==> config.mk <==
export PLATFORM = sky130hd
export DESIGN_NAME = ocfar_ctrl
export DESIGN_NICKNAME = d
export VERILOG_FILES = /design/src/hdl/ocfar_pkg.sv /design/src/hdl/ocfar_ctrl.sv
export SDC_FILE = /design/constraint.sdc
export NUM_CORES = 1
export LEC_CHECK = 0
export BUFFER_PORTS_ARGS = -buffer_cell sky130_fd_sc_hd__clkbuf_2
export CAP_MARGIN = 5
export CORE_AREA = 3 3 40 42
export CTS_BUF_LIST = sky130_fd_sc_hd__clkbuf_4
export CTS_CLUSTER_SIZE = 25
export DETAILED_ROUTE_END_ITERATION = 8
export DIE_AREA = 0 0 43 45
export PLACE_DENSITY = 0.46
export SETUP_SLACK_MARGIN = 0.5
export SLEW_MARGIN = 20
export SYNTH_ARGS = -nofsm -noshare
export SYNTH_HDL_FRONTEND = slang
export SYNTH_SLANG_ARGS = --single-unit
==> constraint.sdc <==
create_clock -name clk -period 1.05 [get_ports clk]
set_input_delay 0.0525 -clock clk [delete_from_list [all_inputs] [get_ports clk]]
set_output_delay 0.0525 -clock clk [all_outputs]
set_load 0.02 [all_outputs]
==> src/hdl/ocfar_pkg.sv <==
package ocfar_pkg;

    // Default build sizes
    localparam int DEF_MAX_REF    = 16;
    localparam int DEF_MAX_GUARD  = 16;
    localparam int DEF_MAX_BINS   = 8192;
    localparam int DEF_POWER_BITS = 32;

    // Fixed field widths
    localparam int CFG_W   = 5;
    localparam int SCALE_W = 24;
    localparam int DET_W   = 14;
    localparam int BIN_W   = 13;
    localparam int THR_W   = 56;
    localparam int FRAC_W  = 16;
    localparam int ADDR_W  = 5;
    localparam int DATA_W  = 32;

    // Register reset values
    localparam logic [CFG_W-1:0]   RST_TRAIN_LEN     = 5'd8;
    localparam logic [CFG_W-1:0]   RST_GUARD_LEN     = 5'd2;
    localparam logic [CFG_W-1:0]   RST_RANK_FROM_TOP = 5'd6;
    localparam logic [SCALE_W-1:0] RST_SCALE_FACTOR  = 24'd65536;
    localparam logic [DET_W-1:0]   RST_DET_LIMIT     = 14'd8192;

    typedef enum logic [2:0] {
        REG_TRAIN_LEN,
        REG_GUARD_LEN,
        REG_RANK_FROM_TOP,
        REG_SCALE_FACTOR,
        REG_DET_LIMIT
    } reg_idx_t;

    typedef enum logic [2:0] {
        ST_IDLE,
        ST_EVAL,
        ST_SCAN,
        ST_MULT,
        ST_EMIT
    } state_t;

    typedef struct packed {
        logic load;
        logic start;
        logic scan;
        logic mult;
        logic emit;
        logic finish;
    } cmd_t;

    typedef struct packed {
        logic have_cell;
        logic scan_end;
        logic out_free;
    } status_t;

endpackage

==> src/hdl/ocfar_ctrl.sv <==
module ocfar_ctrl (
    input  logic              clk,
    input  logic              rst_n,
    input  logic              in_valid,
    output logic              in_stall,
    input  ocfar_pkg::status_t status,
    output ocfar_pkg::cmd_t    cmd
);
    import ocfar_pkg::*;

    state_t state_reg;
    state_t state_next;

    always_ff @(posedge clk or negedge rst_n)
    begin
        if (!rst_n)
        begin
            state_reg <= ST_IDLE;
        end
        else
        begin
            state_reg <= state_next;
        end
    end

    always_comb
    begin
        state_next = state_reg;
        cmd        = '0;
        in_stall   = 1'b1;
        case (state_reg)
            ST_IDLE:
            begin
                in_stall = 1'b0;
                if (in_valid)
                begin
                    cmd.load   = 1'b1;
                    state_next = ST_EVAL;
                end
            end
            ST_EVAL:
            begin
                if (status.have_cell)
                begin
                    cmd.start  = 1'b1;
                    state_next = ST_SCAN;
                end
                else
                begin
                    cmd.finish = 1'b1;
                    state_next = ST_IDLE;
                end
            end
            ST_SCAN:
            begin
                if (status.scan_end)
                begin
                    state_next = ST_MULT;
                end
                else
                begin
                    cmd.scan = 1'b1;
                end
            end
            ST_MULT:
            begin
                cmd.mult   = 1'b1;
                state_next = ST_EMIT;
            end
            ST_EMIT:
            begin
                if (status.out_free)
                begin
                    cmd.emit   = 1'b1;
                    state_next = ST_EVAL;
                end
            end
            default:
            begin
                state_next = ST_IDLE;
            end
        endcase
    end

endmodule

==> flow_metrics.tcl <==
set metrics [dict create \
    yosysTopAreaCell "dfrtp_1" \
    path_delay_family "flip-flops" \
    clockBufferDepth 2 \
    largest_reg_flops 3 \
    stdcell_area_um2 483 \
    io_pins 13 \
    wirelength_um 659 \
    switchingPower_w 0.000527 \
    grt_antenna_before_repair 0 \
    status "complete, but fails checks" \
    drc_errors 0 \
    hold_violations 0 \
    crit_slowest_cell "dfrtp_2" \
    synth_edf_count 0 \
    switching_share 0.374 \
    initial_utilization 0.161 \
    grt_overflow 0 \
    yosysSeqAreaShare 0.364 \
    yosys_warnings 0 \
    htreeDepth 1 \
    synth.avg_cell_area_um2 9.83 \
    rows 13 \
    timing.final.max_slew_violations 0 \
    seqPwrFrac 0.192 \
    place_area_um2 315 \
    relSlewSlack 0.872 \
    cp_cell_sequence "or3_4 > buf_8" \
    peakVddDrop_v 0.000948 \
    die-width_um 43 \
    ant_nets 0 \
    path_buf_inv 1 \
    clock_sinks 3 \
    synthFlopType "dfrtp_1" \
    p_int_w 0.000881 \
    fin_total_pwr_w 0.00141 \
    fin_hold_ws_ns 0.0747 \
    cts_tree "yes" \
    yosysTopAreaCellShare 0.364 \
    dpl.hpwl_um 387 \
    antenna-diode-count 0 \
    cp-end-kind "output port" \
    drt-initial-drc-count 2 \
    arrival_ns 1.21 \
    setup_ws_ns -0.210 \
    period_share 1.20 \
    hold_path.class "input port to register" \
    die_height_um 45 \
    violations "setup timing" \
    grt_pass1_wl_um 903 \
    drt_pre_antenna_iters 4 \
    fin_worst_skew_ns 0.00393 \
    rsz0062_at_grt "yes" \
    critical_path_required_ns 1.00 \
    synth_most_common_cell "dfrtp_1" \
    die_area_um2 1940 \
    p_leak_nw 0.221 \
    clk_pin_slew_ns 0.04 \
    wl_per_cell_um 11.2 \
    dr_total_vias 249 \
    path_class "register to output port" \
    cp_max_fo 6 \
    core_area_um2 1280 \
    ys_ff_latch 3 \
    synthDistinctLibCells 18 \
    vias_per_cell 4.22 \
    syn-num-nets 27 \
    power.share.combinational 0.648 \
    area_growth_pct 134 \
    syn_inst 21 \
    grt_max_degree 9 \
    min_period_ns 1.26 \
    max_cap_viol_count 0 \
    gr-usage-all-layers 0.0659 \
    netlist_top_cells_count "3 x dfrtp_1, 2 x nand2b_1" \
    async_flop_share 1.00 \
    drive_gt1_frac 0.909 \
    clk_latency_ns 0.23 \
    postLayoutCoreUtil 0.376 \
    clkPwrFrac 0.161 \
    worstMarginPinSlew_ns 0.191 \
    finalWeightedCongestion 0.632 \
    numCtsBuffers 3 \
    syn_area_um2 206 \
    crit_path_start_kind "register" \
    setup_viol 9 \
    cts.root.buffer_cell "clkbuf_4" \
    first_global_vias 235 \
    power.density_nw_per_um2 2920 \
    clock.fmax_mhz 794 \
    io_buffers 12 \
    synth_area_leaders "dfrtp_1 36%, a211oi_2 6.1%, and4bb_2 6.1%" \
    layout.nets 51 \
    cpPeakStageDelay_ns 0.45 \
]
==> through the flow <==
stage                     TNS [ns]  setup slack [ns]  std cells
final                        -1.44            -0.210         59
after global routing         -1.80            -0.255         59
after CTS                    -1.39            -0.230         56
after detailed placement   -0.0229           -0.0229         49
after global placement     -0.0490           -0.0490         49
after floorplan                  0            0.0543         21
==> power groups by stage <==
stage          Clock, W  Combinational, W  Sequential, W
5_1_grt        0.000248          0.000969       0.000281
3_5_place_dp          0          0.000493       0.000278
4_1_cts        0.000238          0.000692       0.000275
3_3_place_gp          0          0.000490       0.000275
2_1_floorplan         0          0.000387       0.000232
6_report       0.000226          0.000912       0.000270
==> metal layers <==
metal	part of all wire	GRT usage	vias up
met4	0.012	0.0723	0
met1	0.40	0.0777	112
met5	0	0	-
li1	-	-	124
met2	0.51	0.0958	11
met3	0.082	0.0120	2
==> cell usage in the layout (no fill, tap or decap) <==
cell type      n
buf_8          3
a211oi_2       1
and3b_2        1
and3_2         1
a211oi_4       1
buf_6          3
nor4b_4        1
nand3b_1       1
dfrtp_2        3
a21oi_2        1
nand2b_4       2
buf_4          6
nor2_2         1
o21bai_1       1
clkbuf_4       4
clkbuf_2       7
dlygate4sd3_1  1
or3_4          1
and4bb_2       1
nand2_1        1
and2_4         1
nor3_2         1
nor2b_2        1
==> worst paths after layout <==
path,startpoint,end,slack [ns],cells past startpoint
worst max-delay path,state_reg[2],in_stall,-0.21,2
worst min-delay path,status[0],state_reg[2],0.07,2
worst max register to register,state_reg[2],state_reg[0],-0.08,4
worst min register to register,state_reg[0],state_reg[0],0.61,2
max in group asynchronous,rst_n,state_reg[1],0.78,2
min in group asynchronous,rst_n,state_reg[0],0.15,2
==> final cells by class <==
| class | count | area (um2) |
|---|---|---|
| clock buffer | 4 | 30.0 |
| fill | 138 | 802 |
| timing repair buffer | 20 | 169 |
| tap | 15 | 18.8 |
| multi-input combinational | 17 | 186 |
| sequential | 3 | 78.8 |
==> worst reg2reg max path, delay by kind of cell, from the launching register on <==
family	cells	cell delay (ns)
DFF	1	0.45
AOI/OAI and AO/OA	2	0.30
buffers and inverters	2	0.26
==> cell families after synthesis <==
group	Yosys count	synth area share
AND/OR/NAND/NOR	13	0.424
AO/OA/AOI/OAI	4	0.158
flip-flops	3	0.364
buffers and inverters	1	0.0545
==> what timing repair did <==
action	4_1_cts	5_1_grt
setup buffers	2	3
pin swaps	2	3
resized for setup	16	11
hold buffers	1	0
setup endpoints to repair	10	10
hold endpoints to repair	3	0
Note: power is estimated with default switching activity, not from simulation.
